**config.mk**
```make
export PLATFORM = sky130hd
export DESIGN_NAME = stepper_homing_position_axis
export DESIGN_NICKNAME = d
export VERILOG_FILES = /design/src/design/shpa_pkg.sv /design/src/design/shpa_cfg.sv /design/src/design/shpa_core.sv /design/src/design/stepper_homing_position_axis.sv
export SDC_FILE = /design/constraint.sdc
export NUM_CORES = 1
export LEC_CHECK = 0
export BUFFER_PORTS_ARGS = -buffer_cell sky130_fd_sc_hd__buf_2
export CAP_MARGIN = 5
export CORE_ASPECT_RATIO = 0.6
export CORE_MARGIN = 8
export CORE_UTILIZATION = 45
export CTS_CLUSTER_DIAMETER = 200
export DETAILED_ROUTE_END_ITERATION = 8
export GPL_ROUTABILITY_DRIVEN = 0
export PLACE_DENSITY_LB_ADDON = 0.12
export SLEW_MARGIN = 30
export SYNTH_ARGS = -nofsm -noshare
export SYNTH_HDL_FRONTEND = slang
export SYNTH_HIERARCHICAL = 1
export SYNTH_SLANG_ARGS = --single-unit
```
**constraint.sdc**
```tcl
create_clock -name clk -period 5.76 [get_ports clk]
set_input_delay 1.152 -clock clk [delete_from_list [all_inputs] [get_ports clk]]
set_output_delay 1.152 -clock clk [all_outputs]
set_load 0.005 [all_outputs]
```
**src/design/shpa_pkg.sv**
```systemverilog
// Shared types and constants for the stepper homing and position axis.
// Used by shpa_cfg, shpa_core and stepper_homing_position_axis; no dependencies.
`default_nettype none

package shpa_pkg;

	// Widths of the item fields and registers.
	localparam int PosW  = 16;
	localparam int HalfW = 16;
	localparam int CfgW  = 16;
	localparam int IdxW  = 2;

	// Input function codes.
	localparam logic [1:0] FUNC_TICK  = 2'd0;
	localparam logic [1:0] FUNC_HOME  = 2'd1;
	localparam logic [1:0] FUNC_MOVE  = 2'd2;
	localparam logic [1:0] FUNC_LIMIT = 2'd3;

	// Reply codes.
	localparam logic [1:0] REPLY_NONE     = 2'd0;
	localparam logic [1:0] REPLY_ACCEPTED = 2'd1;
	localparam logic [1:0] REPLY_REJECTED = 2'd2;

	// Configuration register indexes.
	localparam logic [IdxW-1:0] REG_HOMING_HALF = 2'd0;
	localparam logic [IdxW-1:0] REG_MOVE_HALF   = 2'd1;
	localparam logic [IdxW-1:0] REG_MAX_TRAVEL  = 2'd2;

	// Register values after reset.
	localparam logic [HalfW-1:0] HOMING_HALF_RST = 16'd4999;
	localparam logic [HalfW-1:0] MOVE_HALF_RST   = 16'd1249;
	localparam logic [PosW-1:0]  MAX_TRAVEL_RST  = 16'd20000;

	typedef enum logic [1:0] {
		MODE_IDLE    = 2'd0,
		MODE_HOMING  = 2'd1,
		MODE_MOVING  = 2'd2,
		MODE_FAULTED = 2'd3
	} mode_t;

	typedef struct packed {
		logic [HalfW-1:0] homing_half_period;
		logic [HalfW-1:0] move_half_period;
		logic [PosW-1:0]  max_travel;
	} cfg_t;

	typedef struct packed {
		logic            step_level;
		logic            direction;
		mode_t           axis_state;
		logic [PosW-1:0] position;
		logic            homed;
		logic [1:0]      reply;
	} res_t;

endpackage

`default_nettype wire

```
**src/design/shpa_cfg.sv**
```systemverilog
// Configuration register file of the axis: half periods and travel limit.
// Depends on shpa_pkg.
`default_nettype none

module shpa_cfg
	import shpa_pkg::*;
(
	input  wire logic            clk,
	input  wire logic            arst_n,
	input  wire logic            cfg_we,
	input  wire logic [IdxW-1:0] cfg_index,
	input  wire logic [CfgW-1:0] cfg_data,
	output cfg_t                 cfg
);

	cfg_t cfg_q;

	// Register writes; an index beyond the list is dropped.
	always_ff @(posedge clk or negedge arst_n) begin
		if (!arst_n) begin
			cfg_q.homing_half_period <= HOMING_HALF_RST;
			cfg_q.move_half_period   <= MOVE_HALF_RST;
			cfg_q.max_travel         <= MAX_TRAVEL_RST;
		end else if (cfg_we) begin
			case (cfg_index)
				REG_HOMING_HALF: cfg_q.homing_half_period <= cfg_data;
				REG_MOVE_HALF:   cfg_q.move_half_period   <= cfg_data;
				REG_MAX_TRAVEL:  cfg_q.max_travel         <= cfg_data;
				default: ;
			endcase
		end
	end

	assign cfg = cfg_q;

endmodule

`default_nettype wire

```
**src/design/shpa_core.sv**
```systemverilog
// Axis state registers and the next-state logic for one transaction.
// Depends on shpa_pkg.
`default_nettype none

module shpa_core
	import shpa_pkg::*;
(
	input  wire logic            clk,
	input  wire logic            arst_n,
	input  wire logic            adv,
	input  wire logic [1:0]      func,
	input  wire logic [PosW-1:0] target,
	input  wire cfg_t            cfg,
	output res_t                 res
);

	mode_t            mode_q, mode_d;
	logic [PosW-1:0]  pos_q, pos_d;
	logic [PosW-1:0]  goal_q, goal_d;
	logic             homed_q, homed_d;
	logic             step_q, step_d;
	logic             phase_q, phase_d;
	logic             dir_q, dir_d;
	logic [HalfW-1:0] div_q, div_d;
	logic [1:0]       reply;
	logic [HalfW-1:0] half;
	logic [PosW:0]    pos_inc;
	logic [PosW-1:0]  pos_dec;
	logic [PosW-1:0]  pos_step;

	// Next state for the transaction held in the input register.
	always_comb begin
		mode_d   = mode_q;
		pos_d    = pos_q;
		goal_d   = goal_q;
		homed_d  = homed_q;
		step_d   = step_q;
		phase_d  = phase_q;
		dir_d    = dir_q;
		div_d    = div_q;
		reply    = REPLY_NONE;
		half     = (mode_q == MODE_HOMING) ? cfg.homing_half_period : cfg.move_half_period;
		pos_inc  = {1'b0, pos_q} + {{PosW{1'b0}}, 1'b1};
		pos_dec  = pos_q - {{(PosW-1){1'b0}}, 1'b1};
		pos_step = (goal_q >= pos_q) ? pos_inc[PosW-1:0] : pos_dec;
		case (func)
			FUNC_TICK: begin
				if (mode_q == MODE_HOMING || mode_q == MODE_MOVING) begin
					if (div_q >= half) begin
						div_d   = '0;
						step_d  = ~step_q;
						phase_d = ~phase_q;
						// Every second toggle is one full step.
						if (!phase_q) begin
							if (mode_q == MODE_HOMING) begin
								if (pos_inc > {1'b0, cfg.max_travel}) begin
									mode_d = MODE_FAULTED;
								end
								pos_d = pos_inc[PosW] ? {PosW{1'b1}} : pos_inc[PosW-1:0];
							end else begin
								pos_d = pos_step;
								if (pos_step == goal_q) begin
									mode_d = MODE_IDLE;
								end
							end
						end
					end else begin
						div_d = div_q + {{(HalfW-1){1'b0}}, 1'b1};
					end
				end
			end
			FUNC_HOME: begin
				mode_d = MODE_HOMING;
				pos_d  = '0;
				dir_d  = 1'b0;
				div_d  = '0;
				reply  = REPLY_ACCEPTED;
			end
			FUNC_MOVE: begin
				if (!homed_q) begin
					reply = REPLY_REJECTED;
				end else begin
					goal_d = target;
					dir_d  = (target >= pos_q);
					div_d  = '0;
					mode_d = (target == pos_q) ? MODE_IDLE : MODE_MOVING;
					reply  = REPLY_ACCEPTED;
				end
			end
			FUNC_LIMIT: begin
				// The limit switch only counts while homing.
				if (mode_q == MODE_HOMING) begin
					pos_d   = '0;
					homed_d = 1'b1;
					mode_d  = MODE_IDLE;
				end
			end
			default: ;
		endcase
	end

	// State update once per transaction.
	always_ff @(posedge clk or negedge arst_n) begin
		if (!arst_n) begin
			mode_q  <= MODE_IDLE;
			pos_q   <= '0;
			goal_q  <= '0;
			homed_q <= 1'b0;
			step_q  <= 1'b0;
			phase_q <= 1'b0;
			dir_q   <= 1'b0;
			div_q   <= '0;
		end else if (adv) begin
			mode_q  <= mode_d;
			pos_q   <= pos_d;
			goal_q  <= goal_d;
			homed_q <= homed_d;
			step_q  <= step_d;
			phase_q <= phase_d;
			dir_q   <= dir_d;
			div_q   <= div_d;
		end
	end

	// Result fields show the state after this transaction.
	always_comb begin
		res.step_level = step_d;
		res.direction  = dir_d;
		res.axis_state = mode_d;
		res.position   = pos_d;
		res.homed      = homed_d;
		res.reply      = reply;
	end

	// Once homed, the mark stays until reset.
	a_homed_sticky: assert property (@(posedge clk) disable iff (!arst_n)
		homed_q |=> homed_q)
		else $error("homed mark cleared");

	// A fault is only ever entered from a homing run.
	a_fault_from_homing: assert property (@(posedge clk) disable iff (!arst_n)
		(mode_q == MODE_FAULTED) && ($past(mode_q) != MODE_FAULTED)
		|-> $past(mode_q) == MODE_HOMING)
		else $error("fault entered outside homing");

	// A home command zeroes the position and turns the direction to reverse.
	a_home_clears: assert property (@(posedge clk) disable iff (!arst_n)
		adv && (func == FUNC_HOME) |=> (pos_q == '0) && !dir_q && (mode_q == MODE_HOMING))
		else $error("home command did not restart the run");

	// Position and state do not change between transactions.
	a_hold_idle: assert property (@(posedge clk) disable iff (!arst_n)
		!adv |=> $stable(pos_q) && $stable(mode_q) && $stable(div_q))
		else $error("state changed without a transaction");

endmodule

`default_nettype wire

```
**src/design/stepper_homing_position_axis.sv**
```systemverilog
// Top level of the stepper homing and position axis: input register, core and
// output register. Depends on shpa_pkg, shpa_cfg and shpa_core.
//
//   channel | signals                                   | direction
//   in      | in_valid, in_ready, func, target          | into the block
//   out     | out_valid, out_ready, step_level, ...     | out of the block
//   cfg     | cfg_we, cfg_index, cfg_data               | into the block
//
// One transaction per cycle in, one result per cycle out while out_ready stays high;
// out_valid rises when the input register's item advances, with the state update and
// output register load at the same edge. The axis state loop closes inside shpa_core.
// Reset clears the axis state and loads the register defaults; no clearing pass.
// A stalled output holds its result while one more item may wait in the input
// register; in_ready falls only when both registers are full and out_ready is low.
`default_nettype none

module stepper_homing_position_axis
	import shpa_pkg::*;
(
	input  wire logic            clk,
	input  wire logic            arst_n,
	input  wire logic            in_valid,
	output      logic            in_ready,
	input  wire logic [1:0]      func,
	input  wire logic [PosW-1:0] target,
	output      logic            out_valid,
	input  wire logic            out_ready,
	output      logic            step_level,
	output      logic            direction,
	output      logic [1:0]      axis_state,
	output      logic [PosW-1:0] position,
	output      logic            homed,
	output      logic [1:0]      reply,
	input  wire logic            cfg_we,
	input  wire logic [IdxW-1:0] cfg_index,
	input  wire logic [CfgW-1:0] cfg_data
);

	logic            s1_valid_q;
	logic [1:0]      func_s1;
	logic [PosW-1:0] target_s1;
	logic            s2_valid_q;
	res_t            res_s2;
	res_t            res;
	cfg_t            cfg;
	logic            s2_load;
	logic            adv;

	// Pipeline flow control.
	assign s2_load  = !s2_valid_q || out_ready;
	assign adv      = s1_valid_q && s2_load;
	assign in_ready = !s1_valid_q || s2_load;

	// Input register.
	always_ff @(posedge clk or negedge arst_n) begin
		if (!arst_n) begin
			s1_valid_q <= 1'b0;
		end else if (in_valid && in_ready) begin
			s1_valid_q <= 1'b1;
		end else if (adv) begin
			s1_valid_q <= 1'b0;
		end
	end

	always_ff @(posedge clk) begin
		if (in_valid && in_ready) begin
			func_s1   <= func;
			target_s1 <= target;
		end
	end

	shpa_cfg u_cfg (
		.clk       (clk),
		.arst_n    (arst_n),
		.cfg_we    (cfg_we),
		.cfg_index (cfg_index),
		.cfg_data  (cfg_data),
		.cfg       (cfg)
	);

	shpa_core u_core (
		.clk    (clk),
		.arst_n (arst_n),
		.adv    (adv),
		.func   (func_s1),
		.target (target_s1),
		.cfg    (cfg),
		.res    (res)
	);

	// Output register.
	always_ff @(posedge clk or negedge arst_n) begin
		if (!arst_n) begin
			s2_valid_q <= 1'b0;
		end else if (s2_load) begin
			s2_valid_q <= s1_valid_q;
		end
	end

	always_ff @(posedge clk) begin
		if (adv) begin
			res_s2 <= res;
		end
	end

	assign out_valid  = s2_valid_q;
	assign step_level = res_s2.step_level;
	assign direction  = res_s2.direction;
	assign axis_state = res_s2.axis_state;
	assign position   = res_s2.position;
	assign homed      = res_s2.homed;
	assign reply      = res_s2.reply;

endmodule

`default_nettype wire
```
Yosys cells after proc, flatten, opt, wreduce, memory -nomap -nowiden
Cells that the tools add are included.
Operators by class
  $add $sub $neg: 3
  muxes and demuxes: 34
  reductions and logical operators: 17
  $lt $le $gt $ge: 4
  equal/unequal tests: 11
  bitwise operators: 2
Operators with widths (count)
  2-to-1 mux 16 bit: 11
  one-hot mux 16 bit (3 select lines): 2
  greater-or-equal comparator 16 bit: 3
  equality test 16 bit: 2
  2-to-1 mux 2 bit: 10
  adder 16 x 1 -> 17 bit, second input constant: 1
  greater-than comparator 17 x 16 -> 1 bit: 1
  adder 16 x 1 -> 16 bit, second input constant: 1
  subtractor 16 x 1 -> 16 bit, second input constant: 1
  equality test 2 bit, second input constant: 4
  2-to-1 mux 1 bit: 8
  one-hot mux 2 bit (4 select lines): 1
  AND reduction 4 bit: 2
  equality test 2 x 1 -> 1 bit, second input constant: 3
  AND reduction 2 bit: 3
  zero test 2 bit: 2
  inequality test 2 x 1 -> 1 bit, second input constant: 2
  one-hot mux 2 bit (2 select lines): 1
  logical OR 1 bit: 3
  AND reduction 3 bit: 1
  nonzero test 3 bit: 1
  logical AND 1 bit: 2
  zero test 1 bit: 2
  inverter 1 bit: 2
  other kinds (2): 2
Storage, ports and cells
  register bits: 145
  output and inout port bits: 25

Logic depth before layout (Yosys ltp)
Gate-level depths: netlist of run 1.
  word-level depth: 9
  mapped depth: 18
  mapped depth without buffers: 15

Modules after synthesis
The synthesis of run 1 kept the hierarchy.
Modules (own cells, without submodules)
  shpa_core: cells each 702, area each 5866.9 um^2, times used 1, sequential area each 1351.3 um^2
  shpa_cfg: cells each 102, area each 1836.8 um^2, times used 1, sequential area each 1222.4 um^2
  stepper_homing_position_axis: cells each 49, area each 1335.0 um^2, times used 1, sequential area each 1281.2 um^2

Worst setup path before layout of run 1
OpenSTA, ideal clock, no wires.
  path type: flip-flop to flip-flop
  start point: register u_core.mode_q[1]
  end point: register res_s2, in the netlist position[14], data pin
  slack: 1.165 ns
  stages on the path, launching flop included: 18
  arrival time: 4.339 ns
  buffers on the path: 5
  cell sequence: dfrtp_1 -> inv_1 -> ha_1 -> clkbuf_1 -> buf_1 -> clkbuf_1 -> buf_1 -> mux2i_1 -> ha_1 -> a21oi_1 -> o21ai_0 -> a2111o_1 -> a41oi_1 -> nor3_1 -> clkbuf_1 -> o21ai_0 -> o21ai_1 -> a22o_1
RTL lines
  start, declared: RTL line shpa_core.sv:17  | mode_t mode_q, mode_d;
  start signal, assigned: RTL line shpa_core.sv:114  | mode_q <= mode_d;
  end signal, assigned: RTL line stepper_homing_position_axis.sv:102  | res_s2 <= res;
  end, declared: RTL line stepper_homing_position_axis.sv:43  | res_t res_s2;

==> results of run 1 <==
## cell families after synthesis
logic type      Yosys count  share of synthesized area [%]
simple gates            223                           13.1
compound gates          180                           13.8
flops                   145                           42.6
buf+inv                  90                           4.29
mux                      89                           10.9
fa+ha+maj                73                           10.1
xor+xnor                 53                           5.14
## registers in the layout (all words and copies together) (netlist names), 2 cells and up
| name | count |
|---|---|
| target_s1 | 16 |
| u_cfg/cfg | 48 |
| func_s1 | 2 |
| u_core/pos_q | 16 |
| axis_state | 2 |
| u_core/goal_q | 16 |
| position | 16 |
| u_core/mode_q | 2 |
| reply | 2 |
| u_core/div_q | 16 |
## area by class of cell
cell class              instances  area [um^2]  share of cell area (%)
multi-input cells             618         4810                    47.2
clock buffers                  22          454                    4.46
flip-flops and latches        145         3850                    37.8
repair buffers                 75          410                    4.03
well taps                     273          342                    3.35
inverters                      50          188                    1.84
clock inverters                10          135                    1.33
## critical path: stages, from the launching register on
cell and delay (ns):
dfrtp_1 0.40, inv_1 0.09, ha_2 0.60, mux2_2 0.41, ha_1 0.26, nand2b_1 0.09, a2111oi_0 0.08, o21ai_0 0.46
a32oi_1 0.18, buf_4 0.23, nor4b_1 0.29, o2111a_1 0.21, nand4_1 0.22, o41ai_2 0.35, nand2_1 0.09
## cell usage after synthesis, drive strengths merged, types with 25 or more instances
library cell  instances
ha                   73
nand2                49
mux2                 69
nand4                25
clkbuf               27
edfxtp               41
dfrtp                87
inv                  48
xnor2                39
a21oi                41
o21ai                46
nor2                 47
## worst min path at each step
stage                            startpoint                      endpoint
6_report          u_core/step_q$_DFFE_PN0P_     u_core/step_q$_DFFE_PN0P_
2_1_floorplan  u_core/goal_q[0]$_DFFE_PN0P_  u_core/goal_q[0]$_DFFE_PN0P_
4_1_cts           u_core/step_q$_DFFE_PN0P_     u_core/step_q$_DFFE_PN0P_
3_3_place_gp   u_core/goal_q[0]$_DFFE_PN0P_  u_core/goal_q[0]$_DFFE_PN0P_
3_5_place_dp      u_core/step_q$_DFFE_PN0P_     u_core/step_q$_DFFE_PN0P_
5_1_grt           u_core/step_q$_DFFE_PN0P_     u_core/step_q$_DFFE_PN0P_
## power groups by stage
stage                     clock (mW)  sequential [mW]  combinational (mW)
after detailed placement           0             1.34                1.27
final                           1.12             1.32                1.31
after global placement             0             1.34                1.28
after floorplan                    0             1.30                1.00
after global routing            1.20             1.34                1.42
after CTS                       1.15             1.32                1.28
## layer usage
| metal | GRT usage [%] | vias to the layer above | wire length [um] |
|---|---|---|---|
| li1 | - | 3268 | - |
| met1 | 33.4 | 3214 | 13200 |
| met2 | 22.2 | 273 | 8300 |
| met3 | 7.87 | 24 | 2640 |
| met4 | 4.34 | 2 | 194 |
| met5 | 0 | - | 13 |
==> results.ini, run 1 <==
[drt]
num_vias = 6781
drt-initial-drc-count = 793
antenna_left = 0
dr.pass1.iters = 5
drc = 0
drt_wl_total_mm = 24.3
routedWlPerCell_um = 20.4
viasPerCell = 5.68

[logic_synthesis]
ys_seq_area_share_pct = 42.6
yosysWarnings = 6
synthesis.instances = 853
postSynthNetCount = 967
ys.flop_type = dfrtp_1
synth.largest_area_cell = dfrtp_1
synth_top_area_share_pct = 24.1
avgSynthCellArea_um2 = 10.6
postSynth.asyncResetShare_pct = 71.7
synth_edf_count = 41
synth.distinct_cells = 74
synthTopCellsByArea = dfrtp_1 24%, edfxtp_1 14%, ha_1 10%
ys_ff_latch = 145
syn_area_um2 = 9040

[power_and_ir_drop]
p_sw_mw = 1.30
comb_power_share_pct = 34.9
p_per_area_nw_per_um2 = 369
power.internal_mw = 2.45
power_mw = 3.76
clkPwrFrac_pct = 29.9
vdd_drop_max_v = 0.000250
swShare_pct = 34.7
seqPwrFrac_pct = 35.3
power_leakage_nw = 4.51

[worst_hold_path]
min_path_cells = 1
hold_class = flop to flop

[sta]
worst_slack_ns = 1.53
grt_setup_unrepaired = no
min_period_ns = 4.23
worstMarginPinSlew_ns = 0.913
hold_viol = 0
drv_slew = 0
fmax_mhz = 236
fin_skew_ns = 0.0136
setup_viol = 0
relSlewSlack_pct = 39.1
fin_setup_tns_ns = 0
fin_hold_ws_ns = 0.484
fin_crit_sh_pct = 73.4

[die]
die_area_um2 = 25000
die_x_um = 199
io_pins = 66
core-area_um2 = 19900
initial_core_util_pct = 45.5
die_h_um = 126
num_rows = 40

[critical_path]
worstSetupStartpointType = flop
r2r_slack_ns = 1.53
rr_endpoint = axis_state[0]$_DFFE_PP_
critPathArrivalTime_ns = 4.41
r2r_cells = 14
rr_startpoint = u_core/mode_q[1]$_DFFE_PN0P_
crit_path_end_kind = flop
critPathKind = flop to flop
worstPathMaxFanout = 17
critical_path_required_ns = 5.94
crit_start = u_core/mode_q[1]$_DFFE_PN0P_
endpoint = axis_state[0]$_DFFE_PP_

[placed_design]
place_ws_ns = 1.62
port_buffers = 65
dp.cells = 1160
placed_area_um2 = 9580
dp_hpwl_mm = 18.4

[cts]
numCtsBuffers = 17
htreeDepth = 4
hold_buffers = 0
ctsResizeCount = 0
clk_pin_slew_ns = 0.06
clk_latency_ns = 0.44
cts_max_path_buffers = 2
cts_tree = yes
cts_root_buf = clkbuf_16
cts_setup_buffers = 0
clkSinkCount = 145

[final_layout]
layout.nets = 1021
final_area_um2 = 10200
syn2layout_area_growth_pct = 12.8
final_cell_mix = 87 x dfrtp_1, 72 x ha_1, 68 x mux2_2
final_util_pct = 51.3
fill_cells = 1835
finalNonFillerCells = 1193
antenna_cells = 0
drive_above_1_share_pct = 22.7
final_common_cell = dfrtp_1

[global_route]
antenna_found_initial = 1
grt_max_degree = 71
groute.usage.overall_pct = 20.0
grt_pass1_vias = 6331
overflow = 0
grt_pass1_wl_mm = 38.5

[run_status]
status = finished clean

[job]
maxCapViolations = 0

Note: power is estimated with default switching activity, not from simulation.
==> run 2, diff against run 1 <==
- ABC_AREA: not set -> 1
- clock period: 5.76 -> 3.55 ns (I/O delays scaled with it)
==> run 2 against run 1 <==
Net effect:
- clock-buffer cell count did not move
- die area rose by 5.0%
- setup slack got worse by 1.3 ns
- sequential power rose by 57%
- cell count rose by 27%
- register-to-register slack got worse by 1.3 ns
- highest routed layer is now met4
- critical endpoint unchanged
- power rose by 29%
- global-route usage rose by 2.3 points
- routed wire length rose by 19%
- combinational power fell by 23%
- non-clock buffer count rose by 29
- clock power rose by 56%
==> results.ini, run 2 <==
[critical_path]
crit_start = u_core/pos_q[1]$_DFFE_PN0P_  ; was u_core/mode_q[1]$_DFFE_PN0P_
critical_path_required_ns = 3.74  ; was 5.94 ns
crit_path_end_kind = flop  ; unchanged
r2r_cells = 18  ; was 14
endpoint = axis_state[0]$_DFFE_PP_  ; unchanged
r2r_slack_ns = 0.26  ; was 1.53 ns
worstSetupStartpointType = flop  ; unchanged
critPathKind = flop to flop  ; unchanged
rr_endpoint = axis_state[0]$_DFFE_PP_  ; unchanged
critPathArrivalTime_ns = 3.48  ; was 4.41 ns
worstPathMaxFanout = 5  ; was 17
rr_startpoint = u_core/pos_q[1]$_DFFE_PN0P_  ; was u_core/mode_q[1]$_DFFE_PN0P_

[cts]
htreeDepth = 4  ; unchanged
clk_latency_ns = 0.44  ; about the same
cts_root_buf = clkbuf_16  ; unchanged
cts_max_path_buffers = 2  ; unchanged
clk_pin_slew_ns = 0.06  ; about the same
clkSinkCount = 145  ; unchanged
numCtsBuffers = 17  ; unchanged
cts_setup_buffers = 0  ; unchanged
cts_tree = yes  ; unchanged

[logic_synthesis]
ys_ff_latch = 145  ; unchanged
synth.most_common_cell = nand2_1  ; was dfrtp_1
synth_edf_count = 41  ; unchanged
synth.largest_area_cell = dfrtp_1  ; unchanged
synthTopCellsByArea = dfrtp_1 23%, edfxtp_1 13%, nand2_1 12%  ; was dfrtp_1 24%, edfxtp_1 14%, ha_1 10%
postSynth.asyncResetShare_pct = 71.7  ; unchanged
ys_seq_area_share_pct = 40.4  ; was 42.6%
ys.flop_type = dfrtp_1  ; unchanged
syn_area_um2 = 9540  ; was 9040 um^2
synthesis.instances = 1152  ; was 853
synth.distinct_cells = 52  ; was 74
postSynthNetCount = 1266  ; was 967
synth_top_area_share_pct = 22.8  ; was 24.1%
yosysWarnings = 6  ; unchanged
avgSynthCellArea_um2 = 8.28  ; was 10.6 um^2
synthTopCellsByCount = 311 x nand2_1, 102 x inv_1, 87 x dfrtp_1  ; was 87 x dfrtp_1, 73 x ha_1, 68 x mux2_2

[die]
num_rows = 41  ; was 40
die_x_um = 204  ; was 199 um
io_pins = 66  ; unchanged
core-area_um2 = 20900  ; was 19900 um^2
initial_core_util_pct = 45.6  ; was 45.5%
die_area_um2 = 26300  ; was 25000 um^2
die_h_um = 129  ; was 126 um

[drt]
drt_wl_total_mm = 28.9  ; was 24.3 mm
antenna_left = 0  ; unchanged
dr.pass1.iters = 6  ; was 5
drc = 0  ; unchanged
num_vias = 8172  ; was 6781
viasPerCell = 5.38  ; was 5.68
routedWlPerCell_um = 19.0  ; was 20.4 um
drt-initial-drc-count = 863  ; was 793

[sta]
fmax_mhz = 304  ; was 236 MHz
fin_skew_ns = 0.0120  ; was 0.0136 ns
worst_slack_ns = 0.257  ; was 1.53 ns
min_period_ns = 3.29  ; was 4.23 ns
drv_slew = 0  ; unchanged
hold_viol = 0  ; unchanged
relSlewSlack_pct = 41.2  ; was 39.1%
fin_crit_sh_pct = 92.8  ; was 73.4%
fin_setup_tns_ns = 0  ; unchanged
setup_viol = 0  ; unchanged
fin_hold_ws_ns = 0.370  ; was 0.484 ns
worstMarginPinSlew_ns = 0.876  ; was 0.913 ns

[final_layout]
final_area_um2 = 10800  ; was 10200 um^2
layout.nets = 1342  ; was 1021
fill_cells = 2036  ; was 1835
syn2layout_area_growth_pct = 13.4  ; was 12.8%
largest_reg_flops = 48  ; unchanged
antenna_cells = 0  ; unchanged
final_common_cell = nand2_1  ; was dfrtp_1
final_util_pct = 51.7  ; was 51.3%
multi_input_area_um2 = 4930  ; was 4810 um^2
drive_above_1_share_pct = 18.5  ; was 22.7%
regArea_um2 = 3860  ; was 3850 um^2
final_cell_mix = 310 x nand2_1, 101 x inv_1, 86 x dfrtp_1  ; was 87 x dfrtp_1, 72 x ha_1, 68 x mux2_2
finalNonFillerCells = 1520  ; was 1193

[placed_design]
dp_hpwl_mm = 22.4  ; was 18.4 mm
dp.cells = 1488  ; was 1160
port_buffers = 65  ; unchanged
placed_area_um2 = 10200  ; was 9580 um^2
place_ws_ns = 0.248  ; was 1.62 ns

[global_route]
groute.usage.overall_pct = 22.4  ; was 20.0%
grt_pass1_wl_mm = 44.6  ; was 38.5 mm
grt_pass1_vias = 7442  ; was 6331
overflow = 0  ; unchanged
antenna_found_initial = 1  ; unchanged
grt_max_degree = 62  ; was 71

[worst_hold_path]
hold_class = input port to async pin  ; was flop to flop

[power_and_ir_drop]
power_leakage_nw = 5.25  ; was 4.51 nW
vdd_drop_max_v = 0.000332  ; was 0.000250 V
p_per_area_nw_per_um2 = 446  ; was 369 nW/um^2
power_mw = 4.83  ; was 3.76 mW

[run_status]
status = finished clean  ; unchanged

[job]
maxCapViolations = 0  ; unchanged

-- run 2: cell families (layout without fill, tap and decap cells) --
family	count (synthesis)	in the layout	synth area share, %
AND/OR/NAND/NOR	574	574	27.9
buffers and inverters	170	259	8.22
flip-flops	145	145	40.4
AO/OA/AOI/OAI	138	138	8.81
adder cells (fa/ha/maj)	73	73	9.57
XOR/XNOR	34	34	3.20
multiplexers	18	18	1.93
-- run 2: report_power, final --
| part | switching [mW] | internal, mW | leakage (nW) | total [mW] |
|---|---|---|---|---|
| combinational | 0.644 | 0.362 | 3.30 | 1.01 |
| sequential | 0.147 | 1.93 | 1.66 | 2.07 |
| clock | 0.736 | 1.02 | 0.279 | 1.75 |
| total | 1.53 | 3.30 | 5.25 | 4.83 |
-- run 2: timing repair --
action	CTS	global route
resized for setup	0	3
endpoints found under the setup margin	0	11
hold buffers	0	0
-- run 2: layout make-up --
cell class	instances	share of cell area (%)
Clock buffer	22	4.68
Clock inverter	10	0.671
Inverter	123	4.31
Multi-Input combinational cell	837	45.5
Sequential cell	145	35.6
Tap cell	279	3.23
Timing Repair Buffer	104	5.97
-- run 2: per-layer routing --
layer,share of wire [%],GRT usage [%],routed length (um)
met5,0,0,0
met4,1.0,5.31,295
met3,13,9.46,3810
met2,33,24.8,9560
met1,53,36.6,15200
-- run 2: critical path: stages, from the launching register on --
cell	delay (ns)
dfrtp_2	0.50
ha_1	0.24
nand2_2	0.08
nor2_2	0.25
nand3_1	0.13
xor2_1	0.32
inv_1	0.09
ha_1	0.34
nand2_1	0.11
nor2_1	0.05
a211oi_1	0.17
nor2_1	0.07
nor2_1	0.09
nand3_1	0.15
a21oi_1	0.16
nand3b_1	0.12
nand2_1	0.06
nand2_1	0.06
nand2_2	0.05
-- run 2: worst min-delay path by stage --
| stage | startpoint | to | slack, ns | cells past startpoint |
|---|---|---|---|---|
| 3_5_place_dp | u_cfg/cfg[10]$_DFFE_PN1P_ | u_cfg/cfg[10]$_DFFE_PN1P_ | 0.46 | 2 |
| 2_1_floorplan | arst_n | out_valid$_DFFE_PN0P_ | 0.41 | 0 |
| 4_1_cts | arst_n | u_cfg/cfg[24]$_DFFE_PN0P_ | 0.39 | 1 |
| 6_report | arst_n | u_cfg/cfg[35]$_DFFE_PN0P_ | 0.37 | 1 |
| 5_1_grt | arst_n | u_cfg/cfg[19]$_DFFE_PN0P_ | 0.43 | 1 |
| 3_3_place_gp | u_cfg/cfg[11]$_DFFE_PN1P_ | u_cfg/cfg[11]$_DFFE_PN1P_ | 0.45 | 2 |
==> run 3, diff against run 2 <==
--- a/config.mk
+++ b/config.mk
@@ -16,3 +16,4 @@
 export GPL_ROUTABILITY_DRIVEN = 0
-export PLACE_DENSITY_LB_ADDON = 0.12
+export PLACE_DENSITY = 0.77
+export RECOVER_POWER = 50
 export SLEW_MARGIN = 30
--- a/constraint.sdc
+++ b/constraint.sdc
@@ -3,2 +3,2 @@
 set_output_delay 0.71 -clock clk [all_outputs]
-set_load 0.005 [all_outputs]
+set_load 0.05 [all_outputs]
==> run 3 against run 2 <==
Net effect:
- the flow now finishes with violations (max-capacitance violations, max-slew violations)
- sequential power is essentially flat
- maximum frequency fell by 5.4%
- hold slack worse by 0.081 ns
- routed wire length shrank 3.1%
- design area decreased by 1.4%
- critical path type unchanged
- highest routed layer is now met5
==> results.ini, run 3 (same netlist as run 2, synthesis figures left out) <==
[sta]
fmax_mhz = 287  ; was 304 MHz
min_period_ns = 3.48  ; was 3.29 ns
setup_viol = 0  ; unchanged
fin_skew_ns = 0.0125  ; was 0.0120 ns
worstMarginPinSlew_ns = 1.52  ; was 0.876 ns
grt_setup_unrepaired = no
relSlewSlack_pct = -1.53  ; was 41.2%
fin_crit_sh_pct = 98.1  ; was 92.8%
fin_setup_tns_ns = 0  ; unchanged
hold_viol = 0  ; unchanged
drv_slew = 58  ; was 0

[run_status]
status = complete, but fails checks  ; was finished clean
violations = max-capacitance violations, max-slew violations

[cts]
htreeDepth = 4  ; unchanged
numCtsBuffers = 17  ; unchanged
cts_max_path_buffers = 2  ; unchanged
clkSinkCount = 145  ; unchanged
clk_pin_slew_ns = 0.07  ; was 0.06 ns
cts_tree = yes  ; unchanged
clk_latency_ns = 0.45  ; was 0.44 ns
cts_root_buf = clkbuf_16  ; unchanged

[final_layout]
finalNonFillerCells = 1511  ; was 1520
final_cell_mix = 312 x nand2_1, 102 x inv_1, 86 x dfrtp_1  ; was 310 x nand2_1, 101 x inv_1, 86 x dfrtp_1
final_common_cell = nand2_1  ; unchanged
layout.nets = 1333  ; was 1342
multi_input_area_um2 = 4880  ; was 4930 um^2
antenna_cells = 0  ; unchanged
syn2layout_area_growth_pct = 11.8  ; was 13.4%
largest_reg_flops = 48  ; unchanged
drive_above_1_share_pct = 17.1  ; was 18.5%
regArea_um2 = 3860  ; unchanged
fill_cells = 1986  ; was 2036
final_util_pct = 51.0  ; was 51.7%

[placed_design]
port_buffers = 65  ; unchanged
dp.cells = 1477  ; was 1488
dp_hpwl_mm = 21.5  ; was 22.4 mm

[die]
die_h_um = 129  ; unchanged
io_pins = 66  ; unchanged
core-area_um2 = 20900  ; unchanged
initial_core_util_pct = 45.6  ; unchanged
die_x_um = 204  ; unchanged
num_rows = 41  ; unchanged
die_area_um2 = 26300  ; unchanged

[critical_path]
crit_path_end_kind = flop  ; unchanged
critPathKind = flop to flop  ; unchanged
critical_path_required_ns = 3.93  ; was 3.74 ns
worstPathMaxFanout = 4  ; was 5
worstSetupStartpointType = flop  ; unchanged
critPathArrivalTime_ns = 3.86  ; was 3.48 ns

[drt]
viasPerCell = 5.59  ; was 5.38
num_vias = 8443  ; was 8172
drt-initial-drc-count = 1167  ; was 863
antenna_left = 0  ; unchanged
drt_wl_total_mm = 28.0  ; was 28.9 mm
drc = 0  ; unchanged
routedWlPerCell_um = 18.5  ; was 19.0 um
dr.pass1.iters = 7  ; was 6

[global_route]
grt_pass1_vias = 7831  ; was 7442
overflow = 0  ; unchanged
antenna_found_initial = 0  ; was 1
grt_max_degree = 62  ; unchanged
grt_pass1_wl_mm = 43.7  ; was 44.6 mm
groute.usage.overall_pct = 21.4  ; was 22.4%

[job]
maxCapViolations = 1  ; was 0

[power_and_ir_drop]
power_leakage_nw = 5.17  ; was 5.25 nW
comb_power_share_pct = 21.7  ; was 20.8%
p_sw_mw = 1.69  ; was 1.53 mW
seqPwrFrac_pct = 42.3  ; was 42.9%
clkPwrFrac_pct = 36.0  ; was 36.3%
vdd_drop_max_v = 0.000299  ; was 0.000332 V
swShare_pct = 34.5  ; was 31.6%
p_per_area_nw_per_um2 = 460  ; was 446 nW/um^2
power_mw = 4.90  ; was 4.83 mW
power.internal_mw = 3.21  ; was 3.30 mW

[worst_hold_path]
hold_class = input port to async pin  ; unchanged

-- run 3: cell count changes in the layout (fill, tap and decap cells not counted), moves of 3 or more --
cell / delta
nand3_1: +3
buf_4: -10
clkinv_2: -3
buf_2: -3
inv_8: +5
-- run 3: critical path, stage by stage (launching register included) --
cell and delay (ns):
dfrtp_1 0.48, ha_1 0.23, nand2_2 0.08, nor2_2 0.23
inv_1 0.08, nor2_2 0.23, xor2_1 0.24, inv_1 0.18
ha_1 0.40, nand4_1 0.15, nor3_1 0.25, nand3b_1 0.11
nand3_1 0.14, a21oi_1 0.08, nand3b_1 0.15, nand2_1 0.09
nand2_1 0.07, nand2_2 0.09, nand2_1 0.05, nand2_1 0.10
-- run 3: power groups by stage --
stage / clock network [mW] / registers (mW) / logic [mW]
3_3_place_gp: 0 / 2.10 / 1.00
5_1_grt: 1.87 / 2.09 / 1.18
2_1_floorplan: 0 / 2.11 / 0.692
3_5_place_dp: 0 / 2.10 / 1.04
6_report: 1.77 / 2.07 / 1.06
4_1_cts: 1.79 / 2.07 / 1.05
-- run 3: repair_timing --
| item | CTS | global route |
|---|---|---|
| cloned | 0 | 1 |
| endpoints found under the setup margin | 15 | 19 |
| pin swaps | 0 | 1 |
| gates resized for setup | 1 | 2 |
| hold buffers | 0 | 0 |
| setup buffers | 0 | 1 |
-- run 3: worst paths after layout --
kind	slack, ns	from	end	depth (start not counted)
worst min-delay path	0.29	arst_n	u_core/goal_q[0]$_DFFE_PN0P_	1
worst min register to register	0.47	u_cfg/cfg[9]$_DFFE_PN1P_	u_cfg/cfg[9]$_DFFE_PN1P_	2
max in group asynchronous	1.33	arst_n	u_core/div_q[3]$_DFFE_PN0P_	2
worst max register to register	0.07	u_core/pos_q[0]$_DFFE_PN0P_	u_core/mode_q[0]$_DFFE_PN0P_	19
min in group clk	0.44	target[12]	target_s1[12]$_DFFE_PP_	1
worst max-delay path	0.07	u_core/pos_q[0]$_DFFE_PN0P_	u_core/mode_q[0]$_DFFE_PN0P_	19
-- run 3: cell type report --
| type | count | area share (%) |
|---|---|---|
| clock buffers | 17 | 3.99 |
| clock inverters | 15 | 1.33 |
| inverters | 123 | 4.36 |
| multi-input cells | 838 | 45.7 |
| flip-flops and latches | 145 | 36.1 |
| well taps | 279 | 3.27 |
| repair buffers | 94 | 5.17 |
-- run 3: per-layer routing --
layer	vias to the layer above	track usage [%]	routed length [um]
met2	459	26.0	10200
met5	-	2.06	63
met3	38	11.0	4220
li1	4002	-	-
met1	3942	32.0	13200
met4	2	4.64	315
-- run 3: metrics by stage --
stage,cell area (um^2),setup slack [ns],hold WS (ns)
final,10700,0.0681,0.290
after floorplan,9550,0.0767,0.414
after detailed placement,10100,-0.216,0.456
after global placement,10100,0.0314,0.454
after global routing,10700,0.0145,0.337
after CTS,10700,0.0752,0.315
